==> config.mk <==
export PLATFORM = sky130hd
export DESIGN_NAME = mmss_clock_seven_segment_scanner_unit_flat
export DESIGN_NICKNAME = d
export VERILOG_FILES = /design/src/mmss_pkg.sv /design/src/mmss_if.sv /design/src/mmss_mv_div.sv /design/src/mmss_serialiser.sv /design/src/mmss_clock_seven_segment_scanner_unit.sv /design/src/flat_wrapper.sv
export SDC_FILE = /design/constraint.sdc
export NUM_CORES = 1
export LEC_CHECK = 0
export BUFFER_PORTS_ARGS = -buffer_cell sky130_fd_sc_hd__buf_2
export CAP_MARGIN = 5
export CORE_MARGIN = 8
export CORE_UTILIZATION = 60
export CTS_CLUSTER_DIAMETER = 200
export DETAILED_ROUTE_END_ITERATION = 12
export GPL_ROUTABILITY_DRIVEN = 0
export GPL_TIMING_DRIVEN = 0
export HOLD_SLACK_MARGIN = 0.15
export MAX_ROUTING_LAYER = met4
export PLACE_DENSITY = 0.81
export SETUP_SLACK_MARGIN = 0.05
export SYNTH_ARGS = -nofsm -noshare
export SYNTH_HDL_FRONTEND = slang
export SYNTH_SLANG_ARGS = --single-unit
==> constraint.sdc <==
create_clock -name clk -period 8.1 [get_ports clk]
set_input_delay 0.405 -clock clk [delete_from_list [all_inputs] [get_ports clk]]
set_output_delay 0.405 -clock clk [all_outputs]
set_load 0.03 [all_outputs]
==> src/mmss_pkg.sv <==
// Package for the seven-segment clock/voltmeter scanner.
// Widths, limits, reciprocal constants and the segment/select tables.
// No dependencies.
package mmss_pkg;

  localparam int ADC_BITS      = 12;
  localparam int ADC_TOP       = (1 << ADC_BITS) - 1;
  localparam int FS_BITS       = 14;
  localparam logic [FS_BITS-1:0] FS_RESET = 14'd3300;

  localparam int MV_BITS       = 14;
  localparam int MV_SAT        = 9999;

  localparam int SECONDS_LIMIT = 6000;
  localparam int SEC_BITS      = $clog2(SECONDS_LIMIT);
  localparam int MIN_BITS      = 7;
  // minutes = (secs * MIN_RECIP) >> MIN_SHIFT, exact below 8192
  localparam int MIN_RECIP     = 17477;
  localparam int MIN_RECIP_BITS = 15;
  localparam int MIN_SHIFT     = 20;

  // x / D = (x * R) >> RECIP_SHIFT, exact for x below 16384
  localparam int RECIP_SHIFT   = 24;
  localparam int RECIP_BITS    = RECIP_SHIFT + 1;
  localparam logic [RECIP_BITS-1:0] RECIP_1000 = 25'd16778;
  localparam logic [RECIP_BITS-1:0] RECIP_100  = 25'd167773;
  localparam logic [RECIP_BITS-1:0] RECIP_10   = 25'd1677722;
  localparam logic [RECIP_BITS-1:0] RECIP_1    = 25'd16777216;

  // x % 10 via x / 10 = (x * 52429) >> 19, exact for 16-bit x
  localparam int DIV10_BITS    = 16;
  localparam logic [DIV10_BITS-1:0] DIV10_MUL = 16'd52429;
  localparam int DIV10_SHIFT   = 19;

  localparam int WORD_BITS     = 16;
  localparam int CNT_BITS      = $clog2(WORD_BITS);
  localparam int DIGITS        = 4;
  localparam int IDX_BITS      = $clog2(DIGITS);

  localparam logic REQ_SECOND  = 1'b0;
  localparam logic REQ_REFRESH = 1'b1;
  localparam logic MODE_VOLTS  = 1'b0;

  localparam logic [7:0] POINT_MASK = 8'h7F;

  localparam logic [7:0] SEG_CODE [10] = '{
    8'hC0, 8'hF9, 8'hA4, 8'hB0, 8'h99, 8'h92, 8'h82, 8'hF8, 8'h80, 8'h90
  };

  localparam logic [7:0] SEL_CODE [DIGITS] = '{8'hF1, 8'hF2, 8'hF4, 8'hF8};

endpackage

==> src/mmss_if.sv <==
// Valid/ready channel interfaces for the scanner: tick items in, serial bits out.
// Depends on mmss_pkg.
interface mmss_in_if
  import mmss_pkg::*;
();
  logic                valid;
  logic                ready;
  logic                req_type;
  logic                reset_button;
  logic                mode_button;
  logic [ADC_BITS-1:0] adc_sample;

  modport source (output valid, req_type, reset_button, mode_button, adc_sample,
                  input ready);
  modport sink   (input valid, req_type, reset_button, mode_button, adc_sample,
                  output ready);
endinterface

interface mmss_out_if;
  logic valid;
  logic ready;
  logic serial_bit;
  logic last_bit;

  modport source (output valid, serial_bit, last_bit, input ready);
  modport sink   (input valid, serial_bit, last_bit, output ready);
endinterface

==> src/mmss_mv_div.sv <==
// Scales product adc*full_scale down by the converter full-scale code, saturating.
// Combinational; depends on mmss_pkg.
module mmss_mv_div
  import mmss_pkg::*;
(
  input  logic [ADC_BITS+FS_BITS-1:0] prod,
  output logic [MV_BITS-1:0]          mv
);

  localparam int P_BITS  = ADC_BITS + FS_BITS;
  localparam int Q_BITS  = P_BITS - ADC_BITS + 1;
  localparam int DIV_FIX = 2;

  logic [P_BITS:0]   sum;
  logic [Q_BITS-1:0] q_est;
  logic [Q_BITS-1:0] q_fix;
  logic [P_BITS:0]   rem;

  // 1/(2^n-1) = 2^-n (1 + 2^-n + 2^-2n ...); estimate never overshoots
  assign sum   = {1'b0, prod} + (P_BITS+1)'(prod >> ADC_BITS)
               + (P_BITS+1)'(prod >> (2 * ADC_BITS));
  assign q_est = sum[P_BITS:ADC_BITS];

  always_comb begin
    q_fix = q_est;
    rem   = {1'b0, prod} - ((P_BITS+1)'(q_est) << ADC_BITS) + (P_BITS+1)'(q_est);
    for (int i = 0; i < DIV_FIX; i++) begin
      if (rem >= (P_BITS+1)'(ADC_TOP)) begin
        rem   = rem - (P_BITS+1)'(ADC_TOP);
        q_fix = q_fix + 1'b1;
      end
    end
    mv = (q_fix > Q_BITS'(MV_SAT)) ? MV_BITS'(MV_SAT) : q_fix[MV_BITS-1:0];
  end

endmodule

==> src/mmss_serialiser.sv <==
// Output shift register: loads one 16-bit word, sends it MSB first, one bit per beat.
// Depends on mmss_pkg and mmss_out_if.
module mmss_serialiser
  import mmss_pkg::*;
(
  input  logic                 clk,
  input  logic                 rst,
  input  logic                 load_valid,
  output logic                 load_ready,
  input  logic [WORD_BITS-1:0] load_word,
  mmss_out_if.source           bits
);

  logic                 busy;
  logic [CNT_BITS-1:0]  cnt;
  logic [WORD_BITS-1:0] shreg;
  logic                 at_last;

  assign at_last    = (cnt == CNT_BITS'(WORD_BITS - 1));
  assign load_ready = !busy || (bits.ready && at_last);

  always_ff @(posedge clk) begin
    if (rst) begin
      busy <= 1'b0;
      cnt  <= '0;
    end else if (load_valid && load_ready) begin
      busy <= 1'b1;
      cnt  <= '0;
    end else if (busy && bits.ready) begin
      if (at_last) begin
        busy <= 1'b0;
      end
      cnt <= cnt + 1'b1;
    end
  end

  always_ff @(posedge clk) begin
    if (load_valid && load_ready) begin
      shreg <= load_word;
    end else if (busy && bits.ready) begin
      shreg <= {shreg[WORD_BITS-2:0], 1'b0};
    end
  end

  assign bits.valid      = busy;
  assign bits.serial_bit = shreg[WORD_BITS-1];
  assign bits.last_bit   = at_last;

endmodule

==> src/mmss_clock_seven_segment_scanner_unit.sv <==
// Top level of the four-digit seven-segment clock/voltmeter scanner.
// Depends on mmss_pkg, mmss_if, mmss_mv_div and mmss_serialiser.

// One-second ticks are taken and give no output beats. A refresh tick passes a four-stage
// pipeline (scale, divide, digit select, segment encode) and then leaves as 16 serial beats,
// segment byte then select byte, MSB first, with last_bit on the sixteenth. The first beat
// is offered once the word has been loaded from stage 4 into the output shift register.
// The output shift register sends one bit per beat; up to four more refresh ticks are
// taken while a word shifts. Ticks of either kind are taken only while the first stage
// can move, so four refresh ticks held behind a stalled output hold off all input.
// full_scale resets to 3300 and is written by cfg_we/cfg_wdata.
module mmss_clock_seven_segment_scanner_unit
  import mmss_pkg::*;
(
  input  logic               clk,
  input  logic               rst,
  input  logic               cfg_we,
  input  logic [FS_BITS-1:0] cfg_wdata,
  mmss_in_if.sink            item,
  mmss_out_if.source         bits
);

  localparam int P_BITS = ADC_BITS + FS_BITS;

  logic [FS_BITS-1:0]  full_scale;
  logic [SEC_BITS-1:0] seconds_count;
  logic [SEC_BITS-1:0] seconds_next;
  logic [IDX_BITS-1:0] digit_index;
  logic                previous_reset_level;

  logic                accept;
  logic [SEC_BITS-1:0] secs_base;
  logic [SEC_BITS:0]   secs_inc;

  // pipeline occupancy and advance
  logic v1, v2, v3, v4;
  logic adv1, adv2, adv3, adv4;
  logic load_ready;

  // stage 1
  logic                s1_mode;
  logic [IDX_BITS-1:0] s1_idx;
  logic [ADC_BITS-1:0] s1_adc;
  logic [SEC_BITS-1:0] s1_secs;
  logic [P_BITS-1:0]   s1_prod;
  logic [SEC_BITS+MIN_RECIP_BITS-1:0] s1_min_prod;

  // stage 2
  logic                s2_mode;
  logic [IDX_BITS-1:0] s2_idx;
  logic [P_BITS-1:0]   s2_prod;
  logic [SEC_BITS-1:0] s2_secs;
  logic [MIN_BITS-1:0] s2_mins;
  logic [MV_BITS-1:0]  s2_mv;
  logic [SEC_BITS-1:0] s2_srem;

  // stage 3
  logic                s3_mode;
  logic [IDX_BITS-1:0] s3_idx;
  logic [MV_BITS-1:0]  s3_mv;
  logic [MIN_BITS-1:0] s3_mins;
  logic [5:0]          s3_srem;
  logic [MV_BITS-1:0]  s3_x;
  logic [RECIP_BITS-1:0] s3_recip;
  logic [MV_BITS+RECIP_BITS-1:0] s3_qprod;

  // stage 4
  logic                s4_mode;
  logic [IDX_BITS-1:0] s4_idx;
  logic [MV_BITS-1:0]  s4_q;
  logic [MV_BITS+DIV10_BITS-1:0] s4_tprod;
  logic [MV_BITS-1:0]  s4_tens;
  logic [MV_BITS-1:0]  s4_rem;
  logic [7:0]          s4_seg;
  logic                s4_point;
  logic [WORD_BITS-1:0] s4_word;

  // ---- input side and block state ----
  assign adv4 = v4 && load_ready;
  assign adv3 = v3 && (!v4 || adv4);
  assign adv2 = v2 && (!v3 || adv3);
  assign adv1 = v1 && (!v2 || adv2);

  assign item.ready = !v1 || adv1;
  assign accept     = item.valid && item.ready;

  // falling edge of the reset button clears time before the tick is applied
  assign secs_base = (!item.reset_button && previous_reset_level) ? '0 : seconds_count;
  assign secs_inc  = {1'b0, secs_base} + 1'b1;

  always_comb begin
    seconds_next = secs_base;
    if (item.req_type == REQ_SECOND) begin
      seconds_next = (secs_inc >= (SEC_BITS+1)'(SECONDS_LIMIT)) ? '0
                                                                : secs_inc[SEC_BITS-1:0];
    end
  end

  always_ff @(posedge clk) begin
    if (rst) begin
      full_scale <= FS_RESET;
    end else if (cfg_we) begin
      full_scale <= cfg_wdata;
    end
  end

  always_ff @(posedge clk) begin
    if (rst) begin
      seconds_count        <= '0;
      digit_index          <= '0;
      previous_reset_level <= 1'b1;
    end else if (accept) begin
      seconds_count        <= seconds_next;
      previous_reset_level <= item.reset_button;
      if (item.req_type == REQ_REFRESH) begin
        digit_index <= digit_index + 1'b1;
      end
    end
  end

  // ---- pipeline valid flags ----
  always_ff @(posedge clk) begin
    if (rst) begin
      v1 <= 1'b0;
      v2 <= 1'b0;
      v3 <= 1'b0;
      v4 <= 1'b0;
    end else begin
      if (!v1 || adv1) v1 <= accept && (item.req_type == REQ_REFRESH);
      if (!v2 || adv2) v2 <= adv1;
      if (!v3 || adv3) v3 <= adv2;
      if (!v4 || adv4) v4 <= adv3;
    end
  end

  // ---- stage 1: scale product and minutes ----
  always_ff @(posedge clk) begin
    if (!v1 || adv1) begin
      s1_mode <= item.mode_button;
      s1_idx  <= digit_index;
      s1_adc  <= item.adc_sample;
      s1_secs <= secs_base;
    end
  end

  assign s1_prod     = P_BITS'(s1_adc) * P_BITS'(full_scale);
  assign s1_min_prod = (SEC_BITS+MIN_RECIP_BITS)'(s1_secs)
                     * (SEC_BITS+MIN_RECIP_BITS)'(MIN_RECIP);

  // ---- stage 2: millivolts and seconds remainder ----
  always_ff @(posedge clk) begin
    if (!v2 || adv2) begin
      s2_mode <= s1_mode;
      s2_idx  <= s1_idx;
      s2_prod <= s1_prod;
      s2_secs <= s1_secs;
      s2_mins <= s1_min_prod[MIN_SHIFT +: MIN_BITS];
    end
  end

  mmss_mv_div u_mv_div (
    .prod (s2_prod),
    .mv   (s2_mv)
  );

  assign s2_srem = s2_secs - ((SEC_BITS'(s2_mins) << 6) - (SEC_BITS'(s2_mins) << 2));

  // ---- stage 3: pick the value and divide down to the wanted digit ----
  always_ff @(posedge clk) begin
    if (!v3 || adv3) begin
      s3_mode <= s2_mode;
      s3_idx  <= s2_idx;
      s3_mv   <= s2_mv;
      s3_mins <= s2_mins;
      s3_srem <= s2_srem[5:0];
    end
  end

  always_comb begin
    if (s3_mode == MODE_VOLTS) begin
      s3_x = s3_mv;
      case (s3_idx)
        2'd0:    s3_recip = RECIP_1000;
        2'd1:    s3_recip = RECIP_100;
        2'd2:    s3_recip = RECIP_10;
        default: s3_recip = RECIP_1;
      endcase
    end else begin
      s3_x     = (s3_idx < 2'd2) ? MV_BITS'(s3_mins) : MV_BITS'(s3_srem);
      s3_recip = s3_idx[0] ? RECIP_1 : RECIP_10;
    end
  end

  assign s3_qprod = (MV_BITS+RECIP_BITS)'(s3_x) * (MV_BITS+RECIP_BITS)'(s3_recip);

  // ---- stage 4: modulo ten, segment encode, word assembly ----
  always_ff @(posedge clk) begin
    if (!v4 || adv4) begin
      s4_mode <= s3_mode;
      s4_idx  <= s3_idx;
      s4_q    <= s3_qprod[RECIP_SHIFT +: MV_BITS];
    end
  end

  assign s4_tprod = (MV_BITS+DIV10_BITS)'(s4_q) * (MV_BITS+DIV10_BITS)'(DIV10_MUL);
  assign s4_tens  = MV_BITS'(s4_tprod >> DIV10_SHIFT);
  assign s4_rem   = s4_q - (s4_tens << 3) - (s4_tens << 1);

  // colon on digit 1 for time, decimal point on digit 0 for volts
  assign s4_point = (s4_mode == MODE_VOLTS) ? (s4_idx == 2'd0) : (s4_idx == 2'd1);
  assign s4_seg   = s4_point ? (SEG_CODE[s4_rem[3:0]] & POINT_MASK) : SEG_CODE[s4_rem[3:0]];
  assign s4_word  = {s4_seg, SEL_CODE[s4_idx]};

  mmss_serialiser u_serialiser (
    .clk        (clk),
    .rst        (rst),
    .load_valid (v4),
    .load_ready (load_ready),
    .load_word  (s4_word),
    .bits       (bits)
  );

endmodule

==> src/flat_wrapper.sv <==
// flat-port wrapper written by rule: the top's interface ports become plain ports
module mmss_clock_seven_segment_scanner_unit_flat import mmss_pkg::*;
  (clk, rst, cfg_we, cfg_wdata, item_valid, item_req_type, item_reset_button, item_mode_button, item_adc_sample, item_ready, bits_valid, bits_serial_bit, bits_last_bit, bits_ready);
  mmss_in_if item_i ();
  mmss_out_if bits_i ();
  input  logic clk;
  input  logic rst;
  input  logic cfg_we;
  input  logic [FS_BITS-1:0] cfg_wdata;
  input wire logic [$bits(item_i.valid)-1:0] item_valid;
  input wire logic [$bits(item_i.req_type)-1:0] item_req_type;
  input wire logic [$bits(item_i.reset_button)-1:0] item_reset_button;
  input wire logic [$bits(item_i.mode_button)-1:0] item_mode_button;
  input wire logic [$bits(item_i.adc_sample)-1:0] item_adc_sample;
  output wire logic [$bits(item_i.ready)-1:0] item_ready;
  output wire logic [$bits(bits_i.valid)-1:0] bits_valid;
  output wire logic [$bits(bits_i.serial_bit)-1:0] bits_serial_bit;
  output wire logic [$bits(bits_i.last_bit)-1:0] bits_last_bit;
  input wire logic [$bits(bits_i.ready)-1:0] bits_ready;
  assign item_i.valid = item_valid;
  assign item_i.req_type = item_req_type;
  assign item_i.reset_button = item_reset_button;
  assign item_i.mode_button = item_mode_button;
  assign item_i.adc_sample = item_adc_sample;
  assign item_ready = item_i.ready;
  assign bits_valid = bits_i.valid;
  assign bits_serial_bit = bits_i.serial_bit;
  assign bits_last_bit = bits_i.last_bit;
  assign bits_i.ready = bits_ready;
  mmss_clock_seven_segment_scanner_unit u_core (.clk(clk), .rst(rst), .cfg_we(cfg_we), .cfg_wdata(cfg_wdata), .item(item_i), .bits(bits_i));
endmodule
==> flow_metrics.tcl <==
set metrics [dict create \
    crit_slowest_cell "nor2_1" \
    yosys_warnings 0 \
    end_kind "flop" \
    fin_skew_ps 14.8 \
    worst_slack_ps -501 \
    cts_made_buffers 17 \
    ys_async_sr_fraction 0 \
    layout_commonest_cell "inv_1" \
    synth.ff_latch_count 172 \
    layout_common_cells "522 x inv_1, 414 x ha_1, 381 x fa_1" \
    synth_edf_count 133 \
    cts_tree "done" \
    finalCritPeriodShare 1.06 \
    initial_utilization 0.602 \
    avgSynthCellArea_um2 9.75 \
    antenna_cells 0 \
    nNetsFinal 3886 \
    max_freq_mhz 116 \
    grt.total_usage 0.264 \
    syn_area_mm2 0.0278 \
    design.die.area_mm2 0.0535 \
    htreeDepth 4 \
    cpPeakStageDelay_ps 610 \
    setup_viol 14 \
    worst_slew_pin_slew_ps 1070 \
    syn_nets 3710 \
    vias 22200 \
    grt_pass1_vias 23000 \
    outcome "finished with violations" \
    fill_cells 3038 \
    drt-pass1-iter-count 7 \
    drc 0 \
    antenna_found_initial 0 \
    core_area_mm2 0.0462 \
    grt_max_degree 44 \
    ant_nets 0 \
    io_pins 38 \
    drive_gt1_frac 0.126 \
    crit_type "reg -> reg" \
    drtIter0Drc 2227 \
    finalHoldViolations 0 \
    cap_violations 0 \
    routed_wirelength_mm 72.8 \
    fp.dieW_um 231 \
    clk_pin_slew_ps 80 \
    cts_sinks 172 \
    hold_class "in -> reg" \
    final_cell_area_mm2 0.0315 \
    grt_overflow_total 0 \
    row_count 79 \
    rsz0062_at_grt "yes" \
    hpwl_mm 53.5 \
    setup.worst_path.start_class "flop" \
    portBuffers 36 \
    synth.distinct_cells 89 \
    worst-path-buf-inv 6 \
    clockBufferDepth 2 \
    crit_fanout 6 \
    period_needed_ps 8600 \
    viasPerCell 6.08 \
    cp_top_family "simple AND/OR/NAND/NOR gates" \
    grt_pass1_wl_mm 111 \
    synth_ff_type "edfxtp_1" \
    maxSlewHeadroom 0.265 \
    cp.required_ps 8350 \
    dpl-instance-area_mm2 0.0288 \
    failed_checks "negative setup slack" \
    critical_path_arrival_ps 8850 \
    area_growth_pct 13.2 \
    clock_latency_ps 490 \
    ys_seq_area_frac 0.172 \
    report.final.slew_viol_count 0 \
    root_buffer "clkbuf_16" \
    fp.dieH_um 231 \
    synthCells 2851 \
    wire_per_inst_um 20.0 \
]
## layout make-up
class                   count  area [µm²]  share of cell area
repair buffers            163        1240              0.0394
well taps                 607         759              0.0241
clock buffers              18         439              0.0140
clock inverters            14         170             0.00541
flip-flops and latches    172        4770               0.152
inverters                 537        2030              0.0644
multi-input cells        2080       21800               0.692
plain buffers              56         275             0.00874
## synthesized netlist by cell type, drive strengths merged (38+ instances only)
cell,number,area (µm²)
clkbuf,59,221
and2,114,713
a21o,40,300
nor3,50,250
xnor2,80,708
nor2,165,632
inv,535,2010
dfxtp,39,781
a21oi,79,395
nand3,38,195
edfxtp,133,3990
fa,381,7630
o21ai,69,345
ha,444,5560
nand2,243,912
## worst register-to-register path: cells and delay by family, from the launching register on
kind	cells	cell delay, ps
adders and majority gates	5	1560
xor gates and xnor gates	1	360
buffers and inverters	6	860
and+or+nand+nor	9	2750
AOI/OAI and AO/OA	11	2330
DFF	1	510
## routing by layer
layer  vias up  global-route usage  share of wire
li1       9733                   -              -
met1     10700               0.304           0.37
met2      1242               0.441           0.49
met3       444              0.0469          0.078
met4         0               0.133          0.064
met5         -                   -              0
## state kept, by name, indices dropped and copies added (netlist names), 2 cells and up
register and flops:
u_core.u_serialiser.cnt 4, u_core.s2_mins 7, u_core.s4_idx 2, u_core.u_serialiser.shreg 16, u_core.full_scale 14, u_core.s3_srem 6, u_core.s1_secs 13, u_core.s2_idx 2
u_core.s2_prod 26, u_core.s3_mins 7, u_core.s2_secs 6, u_core.s1_adc 12, u_core.digit_index 2, u_core.seconds_count 13, u_core.s1_idx 2, u_core.s3_mv 14
u_core.s3_idx 2, u_core.s4_q 14
## logic make-up (layout without fill, tap and decap cells)
logic type | after synthesis | after routing | share of synthesized area
buffers and inverters | 600 | 788 | 0.0811
AOI/OAI and AO/OA | 338 | 338 | 0.0865
DFF | 172 | 172 | 0.172
muxes | 39 | 39 | 0.0143
xor gates and xnor gates | 114 | 114 | 0.0362
and+or+nand+nor | 762 | 763 | 0.136
adders and majority gates | 826 | 826 | 0.474
## through the flow
stage | hold WS (ps) | TNS [ps] | cells | util | setup WS [ps]
floorplan | 400 | 0 | 2851 | - | 95.1
global placement | 404 | -21550 | 3494 | 0.623 | -1280
detailed placement | 405 | -26530 | 3494 | 0.623 | -1550
CTS | 153 | 0 | 3595 | 0.658 | 50.2
global route | 161 | -3740 | 3647 | 0.682 | -536
finish | 174 | -3490 | 3647 | 0.682 | -501
## path summary, 6_finish.rpt
kind | start | end | slack, ps | cells after the start
worst max register to register | u_core.s2_prod[22]$_DFFE_PP_ | u_core.s3_mv[5]$_SDFFCE_PN0P_ | -500 | 32
worst min-delay path | cfg_wdata[12] | u_core.full_scale[12]$_SDFFE_PP0P_ | 170 | 3
worst min register to register | u_core.s2_mins[5]$_DFFE_PP_ | u_core.s3_mins[5]$_DFFE_PP_ | 420 | 0
worst max-delay path | u_core.s2_prod[22]$_DFFE_PP_ | u_core.s3_mv[5]$_SDFFCE_PN0P_ | -500 | 32
## timing repair
action	CTS	global route
buffers inserted	49	55
cloned	1	0
setup endpoints to repair	24	22
resized for setup	90	143
hold endpoints to repair	23	0
pin swaps	31	72
hold buffers	23	0
Power is not shown: default switching activity piles up to over one toggle a cycle in this logic, so the estimate is an artifact.
